===== src/rtl/cdq_pkg.sv =====
// Package for the circular list deque engine: sizes, codes, item and cell types.
// Used by cdq_cell and circular_list_deque_engine_unit; depends on nothing else.
package cdq_pkg;

    localparam int POOL_NODES       = 64;
    localparam int VALUE_BITS       = 32;
    localparam int COUNT_BITS       = $clog2(POOL_NODES + 1);
    localparam int ENTRY_COUNT_BITS = 7;

    typedef logic [VALUE_BITS-1:0] t_value;
    typedef logic [COUNT_BITS-1:0] t_count;

    typedef enum logic [2:0] {
        K_INS_FRONT = 3'd0,
        K_INS_BACK  = 3'd1,
        K_DEL_FRONT = 3'd2,
        K_DEL_BACK  = 3'd3,
        K_DEL_VALUE = 3'd4
    } t_kind;

    typedef enum logic [1:0] {
        ST_OK        = 2'd0,
        ST_EMPTY     = 2'd1,
        ST_NOT_FOUND = 2'd2,
        ST_FULL      = 2'd3
    } t_status;

    typedef enum logic [1:0] {
        S_IDLE,
        S_SEED,
        S_SCAN
    } t_state;

    // Command broadcast to every cell of the chain.
    typedef enum logic [2:0] {
        C_IDLE,
        C_INS_FRONT,
        C_INS_BACK,
        C_DEL_FRONT,
        C_DEL_BACK,
        C_SCAN,
        C_REMOVE,
        C_ABORT
    } t_cmd;

    typedef struct packed {
        logic [2:0]         kind;
        logic signed [31:0] item_value;
    } t_in_item;

    typedef struct packed {
        t_status                     status;
        logic [ENTRY_COUNT_BITS-1:0] entry_count;
    } t_out_item;

    typedef struct packed {
        logic   valid;
        t_value value;
    } t_cell;

    // What a cell reports about the search token it holds.
    typedef struct packed {
        logic hit;
        logic hole;
        logic miss;
    } t_probe;

endpackage


===== src/rtl/cdq_cell.sv =====
// One node slot of the deque chain: value, occupancy and search token.
// Depends on cdq_pkg; instantiated in a row by circular_list_deque_engine_unit.
module cdq_cell (
    input  logic            i_clk,
    input  logic            i_rst_n,
    input  cdq_pkg::t_cmd   i_cmd,
    input  cdq_pkg::t_value i_key,
    input  cdq_pkg::t_cell  i_left,
    input  cdq_pkg::t_cell  i_right,
    input  logic            i_tok_in,
    output cdq_pkg::t_cell  o_cell,
    output logic            o_tok,
    output cdq_pkg::t_probe o_probe
);

    logic            r_valid;
    cdq_pkg::t_value r_value;
    logic            r_tok;
    logic            r_behind;
    logic            w_match;

    assign w_match = (r_value == i_key);

    always_ff @(posedge i_clk) begin
        if (!i_rst_n) begin
            r_valid  <= 1'b0;
            r_tok    <= 1'b0;
            r_behind <= 1'b0;
        end else begin
            case (i_cmd)
                cdq_pkg::C_INS_FRONT: begin
                    r_valid <= i_left.valid;
                end
                cdq_pkg::C_INS_BACK: begin
                    if (!r_valid && i_left.valid) begin
                        r_valid <= 1'b1;
                    end
                end
                cdq_pkg::C_DEL_FRONT: begin
                    r_valid <= i_right.valid;
                end
                cdq_pkg::C_DEL_BACK: begin
                    if (r_valid && !i_right.valid) begin
                        r_valid <= 1'b0;
                    end
                end
                cdq_pkg::C_SCAN: begin
                    r_tok    <= i_tok_in;
                    r_behind <= r_behind | r_tok;
                end
                cdq_pkg::C_REMOVE: begin
                    if (!r_behind) begin
                        r_valid <= i_right.valid;
                    end
                    r_tok    <= 1'b0;
                    r_behind <= 1'b0;
                end
                cdq_pkg::C_ABORT: begin
                    r_tok    <= 1'b0;
                    r_behind <= 1'b0;
                end
                default: begin
                end
            endcase
        end
    end

    always_ff @(posedge i_clk) begin
        case (i_cmd)
            cdq_pkg::C_INS_FRONT: begin
                r_value <= i_left.value;
            end
            cdq_pkg::C_INS_BACK: begin
                if (!r_valid && i_left.valid) begin
                    r_value <= i_key;
                end
            end
            cdq_pkg::C_DEL_FRONT: begin
                r_value <= i_right.value;
            end
            cdq_pkg::C_REMOVE: begin
                if (!r_behind) begin
                    r_value <= i_right.value;
                end
            end
            default: begin
            end
        endcase
    end

    assign o_cell.valid  = r_valid;
    assign o_cell.value  = r_value;
    assign o_tok         = r_tok;
    assign o_probe.hit   = r_tok && r_valid && w_match;
    assign o_probe.hole  = r_tok && !r_valid;
    assign o_probe.miss  = r_tok && r_valid && !w_match;

endmodule


===== config.mk =====
export PLATFORM = sky130hd
export DESIGN_NAME = cdq_cell
export DESIGN_NICKNAME = d
export VERILOG_FILES = /design/src/rtl/cdq_pkg.sv /design/src/rtl/cdq_cell.sv
export SDC_FILE = /design/constraint.sdc
export NUM_CORES = 1
export LEC_CHECK = 0
export BUFFER_PORTS_ARGS = -buffer_cell sky130_fd_sc_hd__buf_2
export CAP_MARGIN = 20
export CELL_PAD_IN_SITES_DETAIL_PLACEMENT = 0
export CELL_PAD_IN_SITES_GLOBAL_PLACEMENT = 1
export CORE_MARGIN = 2
export CORE_UTILIZATION = 35
export DETAILED_ROUTE_END_ITERATION = 12
export GPL_ROUTABILITY_DRIVEN = 0
export PLACE_DENSITY = 0.95
export SETUP_SLACK_MARGIN = 0.02
export SYNTH_ARGS = -nofsm -noshare
export SYNTH_HDL_FRONTEND = slang
export SYNTH_SLANG_ARGS = --single-unit

===== constraint.sdc =====
create_clock -name i_clk -period 4.5 [get_ports i_clk]
set_clock_uncertainty 0.1 [all_clocks]
set_input_delay 0.675 -clock i_clk [delete_from_list [all_inputs] [get_ports i_clk]]
set_output_delay 0.675 -clock i_clk [all_outputs]
set_load 0.05 [all_outputs]

After elaboration in Yosys (flattened, before gate mapping)
Cells that the tools add are included.
{"block": "classes", "muxes": 9, "n_bitwise": 1, "reduce_logical": 15, "eq_ne": 11}
{"operator": "32-bit case mux with 4 select lines", "count": 1}
{"operator": "32-bit 2-to-1 mux", "count": 2}
{"operator": "32-bit == test", "count": 1}
{"operator": "3-bit == test (second input constant)", "count": 4}
{"operator": "3-bit by 2-bit == test with 1-bit output (second input constant)", "count": 2}
{"operator": "1-bit logical AND", "count": 6}
{"operator": "2-bit inequality test (second input constant)", "count": 3}
{"operator": "1-bit case mux with 5 select lines", "count": 1}
{"operator": "5-bit nonzero test", "count": 1}
{"operator": "1-bit case mux with 2 select lines", "count": 2}
{"operator": "4-bit AND reduction", "count": 1}
{"operator": "4-bit nonzero test", "count": 1}
{"operator": "3-bit by 1-bit == test with 1-bit output (second input constant)", "count": 1}
{"operator": "1-bit zero test", "count": 3}
{"operator": "1-bit 2-to-1 mux", "count": 3}
{"operator": "3-bit AND reduction", "count": 1}
{"operator": "2-bit nonzero test", "count": 1}
{"operator": "2-bit OR reduction", "count": 1}
{"operator": "1-bit bitwise OR", "count": 1}
{"block": "totals", "regBits": 35, "in_bits": 104}

Depth between registers and ports, before layout
{"block": "logic_depth", "word_depth": 4, "ltp_mapped": 6}

Worst setup path after synthesis
No wires, ideal clock.
{"block": "synth_timing", "path_type": "flip-flop to output port", "startpoint": "reg r_value[0]", "endpoint": "out o_probe[2] (netlist bit)", "stages_incl_launch_ff": 5, "slack_ns": 1.960, "arrival_time_ns": 1.765, "t_required_ns": 3.725, "path_cell_list": "edfxtp_1 xnor2_1 nand4_1 nor4_1 and4_1"}
{"item": "start: declaration", "line": "cdq_cell.sv:17", "rtl": "cdq_pkg::t_value r_value;"}
{"item": "start signal: assignment", "line": "cdq_cell.sv:71", "rtl": "r_value <= i_left.value;"}
{"item": "start signal: assignment", "line": "cdq_cell.sv:75", "rtl": "r_value <= i_key;"}
{"item": "start signal: assignment", "line": "cdq_cell.sv:79", "rtl": "r_value <= i_right.value;"}
{"item": "end: declaration", "line": "cdq_cell.sv:13", "rtl": "output cdq_pkg::t_probe o_probe"}

==> out/summary.json <==
{
  "route": {
    "drc_violation_count_after_routing": 0,
    "wl_met2_mm": 4.22,
    "detailroute.via_count": 2648,
    "drt-vias-per-instance": 5.48,
    "wirelength_met1_mm": 3.49,
    "routed_wire_length_on_met3_um": 577,
    "detailedRoute.firstPassIterationCount": 4,
    "wl_per_cell_um": 17.2,
    "maxUsedRoutingLayer": "met4",
    "drtAntennaViolNets": 0,
    "initialDrtViolationCount": 160,
    "drt-total-wl_mm": 8.30
  },
  "worst_setup_path": {
    "critPathMaxFanout": 2,
    "worstPathRequired_ns": 3.72,
    "worst_setup_path_end_kind": "output pin",
    "critical_path_arrival_ns": 2.16,
    "worst_setup_path_endpoint": "o_probe[2]",
    "worstSetupPathType": "in -> out",
    "ff2ff_path_depth": 2,
    "worstReg2RegStart": "r_valid",
    "crit_path_start_kind": "input port",
    "worst_r2r_endpoint": "r_value[2]",
    "r2r_slack_ns": 2.43,
    "startpoint_of_the_most_critical_setup_path": "i_key[31]"
  },
  "clocking": {
    "tritoncts": "built",
    "ctsHtreeMaxLevel": 2,
    "later_pin_clock_latency_in_the_skew_report_ns": 0.28,
    "cts_max_path_buffers": 2,
    "worst_setup_hold_path_clk_slew_ns": 0.07,
    "cts_made_buffers": 5,
    "cts_hold_repair.buffers": 0,
    "cts.repair_timing.setup_buffer_count": 0,
    "number_of_gates_resized_after_cts": 0,
    "clk_root_buffer_cell": "sky130_fd_sc_hd__clkbuf_8",
    "sinks_on_the_clock_net": 35
  },
  "finish": {
    "utilization_pct": 47.1,
    "fin_nets": 487,
    "fillerInstances": 706,
    "drive_gt1_share_pct": 46.4,
    "seqCellArea_um2": 1020,
    "multi_input_comb_area_um2": 1440,
    "flow.area_growth_from_synthesis_pct": 31.1,
    "antenna_diode_count": 0
  },
  "synthesis": {
    "synth_area_leaders": "sky130_fd_sc_hd__edfxtp_1 37%, sky130_fd_sc_hd__o22ai_1 15%, sky130_fd_sc_hd__mux2_2 11%",
    "post_synth.cell_area_avg_um2": 10.2,
    "postSynthNetCount": 359,
    "synth.largest_area_cell": "sky130_fd_sc_hd__edfxtp_1",
    "synth_top_area_share_pct": 37.1,
    "synth.cell_area_um2": 2590,
    "netlist-cell-type-count": 30,
    "syn_inst": 255,
    "share_of_the_yosys_chip_area_belonging_to_registers_pct": 39.4,
    "ys_ff_latch": 35,
    "ys.warnings.count": 0
  },
  "floorplanning": {
    "fp.dieArea_um2": 8110,
    "dieWidth_um": 90.0,
    "top_level_ports": 141,
    "core-area_um2": 7210,
    "die_h_um": 90.0,
    "core.rowCount": 31,
    "floorplan.initialDensity_pct": 35.9
  },
  "sta": {
    "timing_max_transition_violations_final": 0,
    "f_max_mhz": 341,
    "setup_viol_count_final": 0,
    "setup_repair_after_global_routing_missed_its_margin": "false",
    "timing.final.crit_share_pct": 65.1,
    "report.final.hold_viol_count": 0,
    "max_slew.worst_pin.slew_ns": 0.918,
    "worst_slew_margin_rel_pct": 38.6,
    "min_cycle_time_layout_ns": 2.93,
    "hold-worst-slack_ns": 0.398,
    "fin_setup_tns_ns": 0
  },
  "grt": {
    "groute.usage.overall_pct": 19.8,
    "grt_start_max_net_pins": 42,
    "grt_overflow": 0,
    "first_global_vias": 2631,
    "number_of_antenna_violations_at_the_first_check_in_global_routing": 0,
    "grt_pass1_wl_mm": 13.2
  },
  "hold_path": {
    "hold_path.class": "reg -> reg"
  },
  "power_and_ir_drop": {
    "ir_worst_vdd_uv": 139,
    "p_leak_nw": 1.34,
    "pwr_density_cell_nw_per_um2": 291
  },
  "flow_run": {
    "maxCapViolations": 0
  },
  "placement": {
    "io_buffers": 140,
    "dpl.hpwl_mm": 6.03
  },
  "status": {
    "status": "finished, final reports clean"
  }
}
[power by group]
group          leakage [nW]  switching, W  total, W  internal (W)
Sequential            0.330     0.0000200  0.000414      0.000394
Combinational         0.969      0.000228  0.000361      0.000133
Clock                0.0403      0.000110  0.000215      0.000106
Total                  1.34      0.000358  0.000990      0.000632
[area by class of cell]
class                           instances  area share [%]
Sequential cell                        35            30.0
Multi-Input combinational cell        195            42.2
Clock buffer                            6            2.14
Timing Repair Buffer                  144            21.5
Tap cell                               99            3.65
Clock inverter                          2           0.221
Inverter                                2           0.221
[flip-flops by register name, indices dropped and copies added, names as in the netlist]
signal and cells:
r_value 32, o_tok 1, r_valid 1, r_behind 1
[layer usage]
layer | global-route usage (%) | vias to the layer above
li1 | - | 1278
met1 | 25.2 | 1244
met2 | 35.5 | 124
met3 | 3.69 | 2
met4 | 3.59 | 0
met5 | 0 | -
[cell usage after synthesis (all sizes together)]
library cell / instances
o311ai: 1
dfxtp: 3
a21o: 1
clkbuf: 7
and4: 1
buf: 16
nand3: 1
o22ai: 64
xnor2: 32
nor3: 1
edfxtp: 32
a31oi: 2
a21boi: 1
o21ai: 1
nor4: 3
o221a: 1
nand4bb: 1
a21oi: 33
mux2: 32
nor2: 2
nand4: 8
inv: 2
nand2b: 2
nand4b: 1
nor2b: 1
nand2: 6
[worst max-delay path: stages]
cell	delay, ns
sky130_fd_sc_hd__buf_2	0.12
sky130_fd_sc_hd__xnor2_1	0.28
sky130_fd_sc_hd__nand4_1	0.13
sky130_fd_sc_hd__nor4_1	0.41
sky130_fd_sc_hd__and4_1	0.27
sky130_fd_sc_hd__buf_2	0.27
[placed cells by master (no fill, tap or decap), types with 2 or more instances in the layout]
cell	count
sky130_fd_sc_hd__nand2_1	6
sky130_fd_sc_hd__nor2_1	2
sky130_fd_sc_hd__clkinv_1	2
sky130_fd_sc_hd__o22ai_1	64
sky130_fd_sc_hd__nand4_1	8
sky130_fd_sc_hd__dfxtp_1	3
sky130_fd_sc_hd__buf_4	4
sky130_fd_sc_hd__mux2_1	6
sky130_fd_sc_hd__nor4_1	3
sky130_fd_sc_hd__mux2_2	26
sky130_fd_sc_hd__buf_2	140
sky130_fd_sc_hd__a31oi_1	2
sky130_fd_sc_hd__a21oi_1	33
sky130_fd_sc_hd__clkbuf_8	5
sky130_fd_sc_hd__xnor2_1	32
sky130_fd_sc_hd__edfxtp_1	32
[logic make-up (layout without fill, tap and decap cells)]
group | Yosys count | after routing | share of synthesized area [%]
AO/OA/AOI/OAI | 104 | 104 | 24.5
flip-flops | 35 | 35 | 39.4
XOR/XNOR | 32 | 32 | 10.8
multiplexers | 32 | 32 | 13.9
AND/OR/NAND/NOR | 27 | 27 | 6.04
buffers and inverters | 25 | 154 | 5.31
[worst min path at each step]
stage | depth (start not counted) | from | end
2_1_floorplan | 2 | r_behind | r_behind
3_3_place_gp | 2 | r_behind | r_behind
3_5_place_dp | 2 | r_behind | r_behind
4_1_cts | 2 | r_behind | r_behind
5_1_grt | 2 | r_behind | r_behind
6_report | 2 | r_behind | r_behind
[through the flow]
stage                     cells  area (um2)  total power [W]  setup WS (ns)
after floorplan             255        2590         0.000663           1.96
after global routing        483        3400          0.00104           1.43
after detailed placement    475        3320         0.000784           1.39
after global placement      475        3320         0.000777           1.48
final                       483        3400         0.000990           1.57
after CTS                   483        3400         0.000998           1.51
Note: power is estimated with default switching activity, not from simulation.
